`config.mk`:
```
export PLATFORM = sky130hd
export DESIGN_NAME = pid_speed_to_pwm_duty
export DESIGN_NICKNAME = d
export VERILOG_FILES = /design/src/design/pspd_pkg.sv /design/src/design/pid_speed_to_pwm_duty.sv /design/src/design/pspd_ctrl.sv /design/src/design/pspd_dpath.sv
export SDC_FILE = /design/constraint.sdc
export NUM_CORES = 1
export LEC_CHECK = 0
export BUFFER_PORTS_ARGS = -buffer_cell sky130_fd_sc_hd__buf_2
export CAP_MARGIN = 30
export CELL_PAD_IN_SITES_DETAIL_PLACEMENT = 1
export CELL_PAD_IN_SITES_GLOBAL_PLACEMENT = 2
export CORE_MARGIN = 1
export CORE_UTILIZATION = 40
export DETAILED_ROUTE_END_ITERATION = 7
export GPL_TIMING_DRIVEN = 0
export HOLD_SLACK_MARGIN = 0.03
export PLACE_DENSITY_LB_ADDON = 0.3
export SLEW_MARGIN = 20
export SYNTH_ARGS = -nofsm -noshare
export SYNTH_HDL_FRONTEND = slang
export SYNTH_SLANG_ARGS = --single-unit
```
`constraint.sdc`:
```
create_clock -name clk -period 10.8 [get_ports clk]
set_input_delay 2.16 -clock clk [delete_from_list [all_inputs] [get_ports clk]]
set_output_delay 2.16 -clock clk [all_outputs]
set_load 0.02 [all_outputs]
```
`src/design/pspd_pkg.sv`:
```
`timescale 1ns / 1ps

package pspd_pkg;

    localparam int unsigned ADDR_W = 5;
    localparam int unsigned DATA_W = 32;

    localparam logic [2:0] REG_KP         = 3'd0;
    localparam logic [2:0] REG_KI         = 3'd1;
    localparam logic [2:0] REG_KD         = 3'd2;
    localparam logic [2:0] REG_TARGET     = 3'd3;
    localparam logic [2:0] REG_FULL_SCALE = 3'd4;

    localparam logic [15:0]        KP_RESET         = 16'd256;
    localparam logic [15:0]        KI_RESET         = 16'd26;
    localparam logic [15:0]        KD_RESET         = 16'd3;
    localparam logic signed [15:0] TARGET_RESET     = 16'sd100;
    localparam logic [14:0]        FULL_SCALE_RESET = 15'd100;

    localparam logic [7:0] DUTY_MAX = 8'd255;
    localparam logic [2:0] DIV_LAST = 3'd7;

    typedef struct packed {
        logic [15:0]        kp;
        logic [15:0]        ki;
        logic [15:0]        kd;
        logic signed [15:0] target;
        logic [14:0]        full_scale;
    } cfg_t;

    typedef enum logic [3:0] {
        S_IDLE,
        S_TERMS,
        S_MUL_P,
        S_MUL_I,
        S_MUL_D,
        S_SUM,
        S_DRIVE,
        S_DIV,
        S_OUT
    } state_t;

    typedef enum logic [1:0] {
        MUL_P,
        MUL_I,
        MUL_D
    } mul_sel_t;

    typedef enum logic [1:0] {
        ACC_HOLD,
        ACC_LOAD,
        ACC_ADD
    } acc_op_t;

    typedef struct packed {
        logic     load_meas;
        logic     terms;
        logic     mul_en;
        mul_sel_t mul_sel;
        acc_op_t  acc_op;
        logic     drive_load;
        logic     div_step;
        logic     out_load;
    } cmd_t;

endpackage

```
`src/design/pid_speed_to_pwm_duty.sv`:
```
`timescale 1ns / 1ps
// Items are processed one at a time: meas_stall is high from acceptance until the result
// is loaded into the output registers, through the shared multiplier sequence for the
// P, I and D terms and the restoring divider that forms the duty.
// Reset (rst_n low, asynchronous) clears the integral and previous error, returns
// the gains, setpoint and full scale to their defaults and empties the output.

module pid_speed_to_pwm_duty
(
    input  logic                          clk,
    input  logic                          rst_n,
    input  logic                          psel,
    input  logic                          penable,
    input  logic                          pwrite,
    input  logic [pspd_pkg::ADDR_W-1:0]   paddr,
    input  logic [pspd_pkg::DATA_W-1:0]   pwdata,
    output logic [pspd_pkg::DATA_W-1:0]   prdata,
    output logic                          pready,
    input  logic                          meas_valid,
    output logic                          meas_stall,
    input  logic signed [15:0]            measured_speed,
    output logic                          result_valid,
    input  logic                          result_stall,
    output logic signed [15:0]            drive_value,
    output logic [7:0]                    pwm_duty
);

    pspd_pkg::cfg_t cfg_reg;
    pspd_pkg::cmd_t cmd;
    logic           wr_en;
    logic [2:0]     reg_idx;

    assign pready  = 1'b1;
    assign wr_en   = psel && penable && pwrite && pready;
    assign reg_idx = paddr[4:2];

    always_ff @(posedge clk or negedge rst_n)
    begin
        if (!rst_n)
        begin
            cfg_reg.kp         <= pspd_pkg::KP_RESET;
            cfg_reg.ki         <= pspd_pkg::KI_RESET;
            cfg_reg.kd         <= pspd_pkg::KD_RESET;
            cfg_reg.target     <= pspd_pkg::TARGET_RESET;
            cfg_reg.full_scale <= pspd_pkg::FULL_SCALE_RESET;
        end
        else if (wr_en)
        begin
            unique case (reg_idx)
                pspd_pkg::REG_KP:         cfg_reg.kp         <= pwdata[15:0];
                pspd_pkg::REG_KI:         cfg_reg.ki         <= pwdata[15:0];
                pspd_pkg::REG_KD:         cfg_reg.kd         <= pwdata[15:0];
                pspd_pkg::REG_TARGET:     cfg_reg.target     <= pwdata[15:0];
                pspd_pkg::REG_FULL_SCALE: cfg_reg.full_scale <= pwdata[14:0];
                default:                  cfg_reg.kp         <= cfg_reg.kp;
            endcase
        end
    end

    always_comb
    begin
        unique case (reg_idx)
            pspd_pkg::REG_KP:         prdata = {16'b0, cfg_reg.kp};
            pspd_pkg::REG_KI:         prdata = {16'b0, cfg_reg.ki};
            pspd_pkg::REG_KD:         prdata = {16'b0, cfg_reg.kd};
            pspd_pkg::REG_TARGET:     prdata = {16'b0, cfg_reg.target};
            pspd_pkg::REG_FULL_SCALE: prdata = {17'b0, cfg_reg.full_scale};
            default:                  prdata = '0;
        endcase
    end

    pspd_ctrl u_ctrl
    (
        .clk          (clk),
        .rst_n        (rst_n),
        .meas_valid   (meas_valid),
        .result_stall (result_stall),
        .meas_stall   (meas_stall),
        .result_valid (result_valid),
        .cmd          (cmd)
    );

    pspd_dpath u_dpath
    (
        .clk            (clk),
        .rst_n          (rst_n),
        .cfg            (cfg_reg),
        .cmd            (cmd),
        .measured_speed (measured_speed),
        .drive_value    (drive_value),
        .pwm_duty       (pwm_duty)
    );

endmodule

```
`src/design/pspd_ctrl.sv`:
```
`timescale 1ns / 1ps

module pspd_ctrl
(
    input  logic              clk,
    input  logic              rst_n,
    input  logic              meas_valid,
    input  logic              result_stall,
    output logic              meas_stall,
    output logic              result_valid,
    output pspd_pkg::cmd_t    cmd
);

    pspd_pkg::state_t state_reg;
    pspd_pkg::state_t state_next;
    logic [2:0]       cnt_reg;
    logic [2:0]       cnt_next;
    logic             out_valid_reg;
    logic             out_valid_next;
    logic             out_free;

    assign out_free     = !out_valid_reg || !result_stall;
    assign meas_stall   = (state_reg != pspd_pkg::S_IDLE);
    assign result_valid = out_valid_reg;

    always_comb
    begin
        state_next = state_reg;
        unique case (state_reg)
            pspd_pkg::S_IDLE:
            begin
                if (meas_valid)
                begin
                    state_next = pspd_pkg::S_TERMS;
                end
            end
            pspd_pkg::S_TERMS: state_next = pspd_pkg::S_MUL_P;
            pspd_pkg::S_MUL_P: state_next = pspd_pkg::S_MUL_I;
            pspd_pkg::S_MUL_I: state_next = pspd_pkg::S_MUL_D;
            pspd_pkg::S_MUL_D: state_next = pspd_pkg::S_SUM;
            pspd_pkg::S_SUM:   state_next = pspd_pkg::S_DRIVE;
            pspd_pkg::S_DRIVE: state_next = pspd_pkg::S_DIV;
            pspd_pkg::S_DIV:
            begin
                if (cnt_reg == pspd_pkg::DIV_LAST)
                begin
                    state_next = pspd_pkg::S_OUT;
                end
            end
            pspd_pkg::S_OUT:
            begin
                if (out_free)
                begin
                    state_next = pspd_pkg::S_IDLE;
                end
            end
            default: state_next = pspd_pkg::S_IDLE;
        endcase
    end

    always_comb
    begin
        cmd          = '0;
        cmd.mul_sel  = pspd_pkg::MUL_P;
        cmd.acc_op   = pspd_pkg::ACC_HOLD;
        unique case (state_reg)
            pspd_pkg::S_IDLE:  cmd.load_meas = meas_valid;
            pspd_pkg::S_TERMS: cmd.terms = 1'b1;
            pspd_pkg::S_MUL_P:
            begin
                cmd.mul_en  = 1'b1;
                cmd.mul_sel = pspd_pkg::MUL_P;
            end
            pspd_pkg::S_MUL_I:
            begin
                cmd.mul_en  = 1'b1;
                cmd.mul_sel = pspd_pkg::MUL_I;
                cmd.acc_op  = pspd_pkg::ACC_LOAD;
            end
            pspd_pkg::S_MUL_D:
            begin
                cmd.mul_en  = 1'b1;
                cmd.mul_sel = pspd_pkg::MUL_D;
                cmd.acc_op  = pspd_pkg::ACC_ADD;
            end
            pspd_pkg::S_SUM:   cmd.acc_op = pspd_pkg::ACC_ADD;
            pspd_pkg::S_DRIVE: cmd.drive_load = 1'b1;
            pspd_pkg::S_DIV:   cmd.div_step = 1'b1;
            pspd_pkg::S_OUT:   cmd.out_load = out_free;
            default:           cmd.load_meas = 1'b0;
        endcase
    end

    always_comb
    begin
        cnt_next = cnt_reg;
        if (state_reg == pspd_pkg::S_DRIVE)
        begin
            cnt_next = '0;
        end
        else if (state_reg == pspd_pkg::S_DIV)
        begin
            cnt_next = cnt_reg + 3'd1;
        end
    end

    assign out_valid_next = cmd.out_load || (out_valid_reg && result_stall);

    always_ff @(posedge clk or negedge rst_n)
    begin
        if (!rst_n)
        begin
            state_reg     <= pspd_pkg::S_IDLE;
            cnt_reg       <= '0;
            out_valid_reg <= 1'b0;
        end
        else
        begin
            state_reg     <= state_next;
            cnt_reg       <= cnt_next;
            out_valid_reg <= out_valid_next;
        end
    end

endmodule

```
`src/design/pspd_dpath.sv`:
```
`timescale 1ns / 1ps

module pspd_dpath
(
    input  logic               clk,
    input  logic               rst_n,
    input  pspd_pkg::cfg_t     cfg,
    input  pspd_pkg::cmd_t     cmd,
    input  logic signed [15:0] measured_speed,
    output logic signed [15:0] drive_value,
    output logic [7:0]         pwm_duty
);

    function automatic logic signed [15:0] sat17(input logic signed [16:0] v);
        logic signed [15:0] r;
        if (v[16] != v[15])
        begin
            r = v[16] ? 16'sh8000 : 16'sh7fff;
        end
        else
        begin
            r = v[15:0];
        end
        return r;
    endfunction

    logic signed [15:0] meas_reg;
    logic signed [15:0] err_reg;
    logic signed [15:0] esum_reg;
    logic signed [15:0] last_err_reg;
    logic signed [15:0] deriv_reg;
    logic signed [32:0] prod_reg;
    logic signed [34:0] acc_reg;
    logic               zero_reg;
    logic               fs_zero_reg;
    logic [22:0]        rem_reg;
    logic [21:0]        dvs_reg;
    logic [7:0]         quo_reg;
    logic signed [15:0] drive_reg;
    logic signed [15:0] drive_out_reg;
    logic [7:0]         duty_out_reg;

    logic signed [15:0] err_now;
    logic signed [15:0] esum_next;
    logic signed [15:0] deriv_next;
    logic [15:0]        mul_a;
    logic signed [15:0] mul_b;
    logic signed [34:0] prod_ext;
    logic signed [26:0] shifted;
    logic signed [15:0] drive_sat;
    logic [14:0]        d_clamp;
    logic [22:0]        dvs_ext;
    logic               rem_ge;

    assign err_now    = sat17(17'(cfg.target) - 17'(meas_reg));
    assign esum_next  = sat17(17'(esum_reg) + 17'(err_now));
    assign deriv_next = sat17(17'(err_now) - 17'(last_err_reg));

    always_comb
    begin
        case (cmd.mul_sel)
            pspd_pkg::MUL_I:
            begin
                mul_a = cfg.ki;
                mul_b = esum_reg;
            end
            pspd_pkg::MUL_D:
            begin
                mul_a = cfg.kd;
                mul_b = deriv_reg;
            end
            default:
            begin
                mul_a = cfg.kp;
                mul_b = err_reg;
            end
        endcase
    end

    assign prod_ext = {{2{prod_reg[32]}}, prod_reg};
    assign shifted  = acc_reg[34:8];

    always_comb
    begin
        if (shifted[26:15] == {12{shifted[26]}})
        begin
            drive_sat = shifted[15:0];
        end
        else
        begin
            drive_sat = shifted[26] ? 16'sh8000 : 16'sh7fff;
        end
    end

    assign d_clamp = (drive_sat[14:0] > cfg.full_scale) ? cfg.full_scale : drive_sat[14:0];
    assign dvs_ext = {1'b0, dvs_reg};
    assign rem_ge  = (rem_reg >= dvs_ext);

    always_ff @(posedge clk or negedge rst_n)
    begin
        if (!rst_n)
        begin
            esum_reg     <= '0;
            last_err_reg <= '0;
        end
        else if (cmd.terms)
        begin
            esum_reg     <= esum_next;
            last_err_reg <= err_now;
        end
    end

    always_ff @(posedge clk)
    begin
        if (cmd.load_meas)
        begin
            meas_reg <= measured_speed;
        end
        if (cmd.terms)
        begin
            err_reg   <= err_now;
            deriv_reg <= deriv_next;
        end
        if (cmd.mul_en)
        begin
            prod_reg <= $signed({1'b0, mul_a}) * mul_b;
        end
        case (cmd.acc_op)
            pspd_pkg::ACC_LOAD: acc_reg <= prod_ext;
            pspd_pkg::ACC_ADD:  acc_reg <= acc_reg + prod_ext;
            default:            acc_reg <= acc_reg;
        endcase
        if (cmd.drive_load)
        begin
            drive_reg   <= drive_sat;
            zero_reg    <= drive_sat[15] || (drive_sat == 16'sd0);
            fs_zero_reg <= (cfg.full_scale == 15'd0);
            rem_reg     <= {d_clamp, 8'b0} - {8'b0, d_clamp};
            dvs_reg     <= {cfg.full_scale, 7'b0};
            quo_reg     <= '0;
        end
        else if (cmd.div_step)
        begin
            if (rem_ge)
            begin
                rem_reg <= rem_reg - dvs_ext;
            end
            quo_reg <= {quo_reg[6:0], rem_ge};
            dvs_reg <= dvs_reg >> 1;
        end
        if (cmd.out_load)
        begin
            drive_out_reg <= drive_reg;
            if (zero_reg)
            begin
                duty_out_reg <= '0;
            end
            else if (fs_zero_reg)
            begin
                duty_out_reg <= pspd_pkg::DUTY_MAX;
            end
            else
            begin
                duty_out_reg <= quo_reg;
            end
        end
    end

    assign drive_value = drive_out_reg;
    assign pwm_duty    = duty_out_reg;

endmodule

```
**After elaboration in Yosys (flattened, before gate mapping)**

Cells that the tools add are included.

- Logic and storage cells: 115
- ROM bits: 0
- Latch bits: 0
- Flip-flop bits (word level): 330
- Memories: 0
- Memory bits (writable): 0
- Input bits: 60
- Output and inout bits: 59

- Multipliers: 1
- Shift-type cells: 0
- Bitwise operators: 0
- Mux-type cells: 32
- Reduce and logical (&&, ||, !) cells: 25
- Eq/ne operators: 24
- Add/sub/neg operators: 7
- Magnitude comparators: 2
- Divide/modulo/power cells: 0

Operators with widths:

| kind | number |
|---|---|
| two-way mux 16 bit | 8 |
| one-hot mux 16 bit (5 select lines) | 1 |
| one-hot mux 35 bit (2 select lines) | 1 |
| two-way mux 23 bit | 3 |
| one-hot mux 16 bit (2 select lines) | 2 |
| two-way mux 22 bit | 2 |
| one-hot mux 4 bit (9 select lines) | 1 |
| adder 35 x 33 -> 35 bit | 1 |
| subtractor 16 x 16 -> 17 bit | 2 |
| multiplier 17 x 16 -> 33 bit | 1 |
| >= comparator 23 x 22 -> 1 bit | 1 |
| subtractor 23 x 15 -> 23 bit | 1 |
| subtractor 23 x 22 -> 23 bit | 1 |
| adder 16 x 16 -> 17 bit | 1 |
| equality test 4 x 3 -> 1 bit (second input constant) | 4 |
| zero test 16 bit | 1 |
| greater-than comparator 15 bit | 1 |
| zero test 15 bit | 1 |
| two-way mux 15 bit | 1 |
| two-way mux 4 bit | 3 |
| AND reduction 2 bit | 6 |
| equality test 11 bit | 1 |
| one-hot mux 3 bit (3 select lines) | 1 |
| equality test 4 x 2 -> 1 bit (second input constant) | 2 |
| other kinds (24) | 44 |

**Depth between registers and ports, before layout**

- Depth after elaboration: 6
- Depth in mapped cells: 35
- Depth with buffers taken out: 31

**By module**

A second synthesis with hierarchy kept.

- Cells, all modules: 2983
- Area, all modules: 29011.6 um^2

Modules (own cells, without submodules):

| module | cells each | area an instance (um^2) | seq. area each (um^2) | times used |
|---|---|---|---|---|
| pspd_dpath | 2658 | 24686.2 | 6986.7 | 1 |
| pid_speed_to_pwm_duty | 270 | 3801.1 | 1991.9 | 1 |
| pspd_ctrl | 55 | 524.3 | 200.2 | 1 |

**Worst setup path before layout**

OpenSTA, ideal clock, no wires.

- Path type: flip-flop to flip-flop
- Start: register u_ctrl.state_reg[3]
- End: register u_dpath.prod_reg[31] (data pin)
- Cell stages (with the launch flop): 32
- Clock period less this slack: 8.163 ns
- Data required time: 10.542 ns
- Path buffers: 5
- Arrival time: 7.905 ns
- Setup time: 0.258 ns
- Setup slack: 2.637 ns
- Cell sequence: dfrtp_1 -> clkbuf_1 -> nor2_1 -> nand3_1 -> ha_1 -> clkbuf_1 -> clkbuf_1 -> clkbuf_1 -> nor2_1 -> a21oi_1 -> nand2_1 -> fa_1 -> fa_1 -> fa_1 -> fa_1 -> inv_1 -> fa_1 -> inv_1 -> fa_1 -> inv_1 -> ha_1 -> clkbuf_1 -> a21oi_1 -> o22ai_1 -> nor3_1 -> o21ai_1 -> a2111oi_1 -> o31ai_1 -> a211oi_1 -> o21ai_0 -> a21oi_1 -> xnor2_1

- Cells in the longest elaborated chain, start to end: 5
- Elaborated cells on any way between the ends: 9
- Classes of those cells: mul: 1; eq/ne: 5; mux: 3

Ends and longest elaborated chain:

| item | line | RTL |
|---|---|---|
| start, declared | pspd_ctrl.sv:14 | `pspd_pkg::state_t state_reg;` |
| start signal, assigned | pspd_ctrl.sv:113 | `state_reg <= pspd_pkg::S_IDLE;` |
| start signal, assigned | pspd_ctrl.sv:119 | `state_reg <= state_next;` |
| equality test 4 x 3 -> 1 bit or equality test 4 x 2 -> 1 bit (tied branches) | pspd_ctrl.sv:66 | `unique case (state_reg)` |
| one-hot mux 3 bit (3 select lines) * | pspd_ctrl.sv:66 |  |
| equality test 2 bit or equality test 2 x 1 -> 1 bit (tied branches) | pspd_dpath.sv:61 | `case (cmd.mul_sel)` |
| one-hot mux 16 bit (2 select lines) | pspd_dpath.sv:61 |  |
| multiplier 17 x 16 -> 33 bit * | pspd_dpath.sv:126 | `prod_reg <= $signed({1'b0, mul_a}) * mul_b;` |
| end signal, assigned | pspd_dpath.sv:126 |  |
| end, declared | pspd_dpath.sv:32 | `logic signed [32:0] prod_reg;` |

Mark *: on every way between the ends. The rest lies on a longest branch, timed or not.
A chain may end at the register's enable or synchronous reset.

**Worst setup path after layout**

- Start: register u_ctrl.state_reg[0]
- End: register u_dpath.prod_reg[31] (data pin)

Same word-level chain as after synthesis.

==> key figures <==
Logic synthesis
  • Unique masters post-synth: just over 90
  • Asr flop ratio synth: 0.361
  • Register area share after synthesis: 0.320
  • Most frequent cell after synthesis: inv_1
  • EDFF count, synth: a little under 200
  • Ys Warns: 0
  • Synth Register Bits: 330
  • Most frequent cells after synthesis: inv_1, nor2_1, ha_1, nand2_1, fa_1
  • Avg Inst Size Synth: between 9 and 10 um2
  • Top-area cell type share of the netlist area: 0.205
  • Post-Synthesis Cells: 2957
  • Cell area after synthesis: 0.0287 mm2
  • Largest cells by area after synthesis: edfxtp_1, fa_1, ha_1
  • Most used DFF post-synth: edfxtp_1
  • Post-synth top area cell: edfxtp_1

Timing
  • Final Cycle Share: 0.933
  • Final min period: just over 10000 ps
  • Worst slew pin tran: ~960 ps
  • Final setup vio count: 0
  • Slew HR: 0.353
  • Setup total negative slack: 0 ps
  • RSZ-0062 raised after global routing: no
  • Fin. max-slew vios: 0
  • Clock skew: 55.0 ps
  • Peak Freq: slightly below 0.1 GHz
  • Final hold viol count: 0

Routing
  • Detail Route Antenna Nets: 0
  • DR vias: around 23000
  • DRC: 0
  • WL/cell: approximately 23 um
  • Iteration-0 DRC Markers: approximately 1400
  • DRT Pass-1 Iters: 5
  • DR vias/cell: approximately 5.6
  • Final wirelength: slightly above 90 mm

Worst setup path
  • Worst path max stage delay: ~610 ps
  • CP arrival: roughly 10000 ps
  • Req. time, crit path: 11090 ps
  • Worst r2r path cells: 30
  • R2r startpoint: u_ctrl.state_reg[0]$_DFFE_PN0P_
  • Element type at the critical path start: flop
  • Crit path kind: reg -> reg
  • CP Capture Type: flop
  • Crit Reg-Reg Endpoint: u_dpath.prod_reg[31]$_DFFE_PP_
  • CP dominant cell by count: fa_1
  • Worst reg2reg setup slack: approximately 730 ps
  • Worst Setup SP: u_ctrl.state_reg[0]$_DFFE_PN0P_
  • Slowest library cell on the worst path: clkbuf_1
  • Maximum fanout along the worst path: 10

Clock network
  • Clock Path Buffers: 3
  • Clock tree root driver cell: clkbuf_16
  • # Post-CTS Setup Buffers: 0
  • Clk_lat worst skew: 600 ps
  • # clock sinks: 330
  • TritonCTS Buffers: 41
  • CTS tree: done
  • Clk slew on worst S/H paths: approximately 60 ps
  • H-tree Lvls: 2

Hold path
  • Worst min-delay path startpoint: u_dpath.drive_reg[0]$_DFFE_PP_
  • Hold Crit Class: reg -> reg
  • Hold Path Depth: 0
  • Hold Path End: u_dpath.drive_value[0]$_DFFE_PP_

Placed design
  • Routability congestion estimate: between 0.9 and 1
  • DP HPWL: ~74 mm
  • Buffers added on ports: 81

Floorplan
  • Die Area: around 0.073 mm2
  • I/O pin cnt: 119
  • Row cnt: 97
  • Core area: between 0.07 and 0.08 mm2
  • Die H: around 270 um
  • Initial Util: 0.407
  • Die X: 270 um

Global route
  • Grt total ovfl: 0
  • Initial antenna violation count: 2
  • First-pass GRT wire length: between 100 and 150 mm
  • Vias in the first global route: 24700
  • Largest net degree at the start of global routing: between 70 and 80
  • Tot GR Track Use: 0.257

Finish
  • Max reg flops: 79
  • Layout cells sized above 1: 0.124
  • Total Nets Final: ~3600
  • Sequential cell area: ~0.009 mm2
  • FILL cells: 7994
  • Area of the multi-input gates: about 0.018 mm2
  • Synth-to-Final Area Change: 11.8%

Run
  • Max cap viols: 0

Outcome
  • Status: complete, no violations
## how the worst max path moves through the flow
stage	to	slack, ps
after global routing	u_dpath.prod_reg[31]$_DFFE_PP_	4
after detailed placement	u_dpath.prod_reg[31]$_DFFE_PP_	410
after CTS	u_dpath.prod_reg[31]$_DFFE_PP_	340
after global placement	u_dpath.prod_reg[31]$_DFFE_PP_	250
after floorplan	u_dpath.prod_reg[31]$_DFFE_PP_	2640
final	u_dpath.prod_reg[31]$_DFFE_PP_	730
## worst max-delay path, delay by kind of cell (launching register included)
kind	cells	cell delay (ps)
AO/OA/AOI/OAI	9	2440
buffers and inverters	8	2340
XOR/XNOR	1	140
adder cells (fa/ha/maj)	8	3630
AND/OR/NAND/NOR	4	770
flip-flops	1	440
## cell families after synthesis
family	synth area share
AO/OA/AOI/OAI	0.143
adder cells (fa/ha/maj)	0.255
XOR/XNOR	0.0336
other	0.000262
flip-flops	0.320
buffers and inverters	0.0689
multiplexers	0.0563
AND/OR/NAND/NOR	0.123
## what timing repair did
item                                    4_1_cts  5_1_grt
resized for setup                             0       19
endpoints found under the setup margin        0        3
hold buffers                                  0        0
## area by class of cell
type	instances	area share
antenna	2	0.000156
buffer	108	0.0158
clock buffer	51	0.0348
clock inverter	22	0.00869
inverter	395	0.0462
multi-input combinational	2139	0.551
sequential	330	0.286
tap	940	0.0367
timing repair buffer	104	0.0208
## layout by cell type, fill, tap and decap left out, types with 15 or more instances in the layout
cell type    n
dfxtp_1     15
a211oi_1    22
ha_1       255
buf_4       31
conb_1      17
mux2_2     129
a22oi_1     63
nand2_1    254
a31oi_1     15
o21a_1      27
xnor2_1     71
a21o_1      78
o21ai_0     94
edfxtp_1   196
nor3_1      35
o22ai_1     46
fa_1       199
nand3_1     50
nand2b_1    24
dfrtp_1    107
clkbuf_16   43
buf_2       88
or3_1       19
nor2_1     273
maj3_1      15
nand4_1     20
clkbuf_1    74
and3_1      17
nor2b_1     30
a21oi_1    138
xor2_1      39
inv_1      391
## layer usage
layer  global-route usage  up-vias  share of wire
met4               0.0866        0          0.033
li1                     -    10500              -
met5                    0        -              0
met1                0.334    11700           0.44
met2                0.444      498           0.49
met3               0.0265      148          0.039
## stage by stage
step	utilization	area, um2	worst slack (ps)	hold slack [ps]	instances
2_1_floorplan	-	28700	2640	400	2972
3_3_place_gp	0.430	30300	248	403	3993
3_5_place_dp	0.434	30600	415	406	4015
4_1_cts	0.454	32000	335	420	4088
5_1_grt	0.455	32100	3.59	424	4089
6_report	0.455	32100	726	418	4091
Power is left out: the tool's default activity adds up to more than one toggle a clock period on the data nets, which glitch-free logic cannot reach.
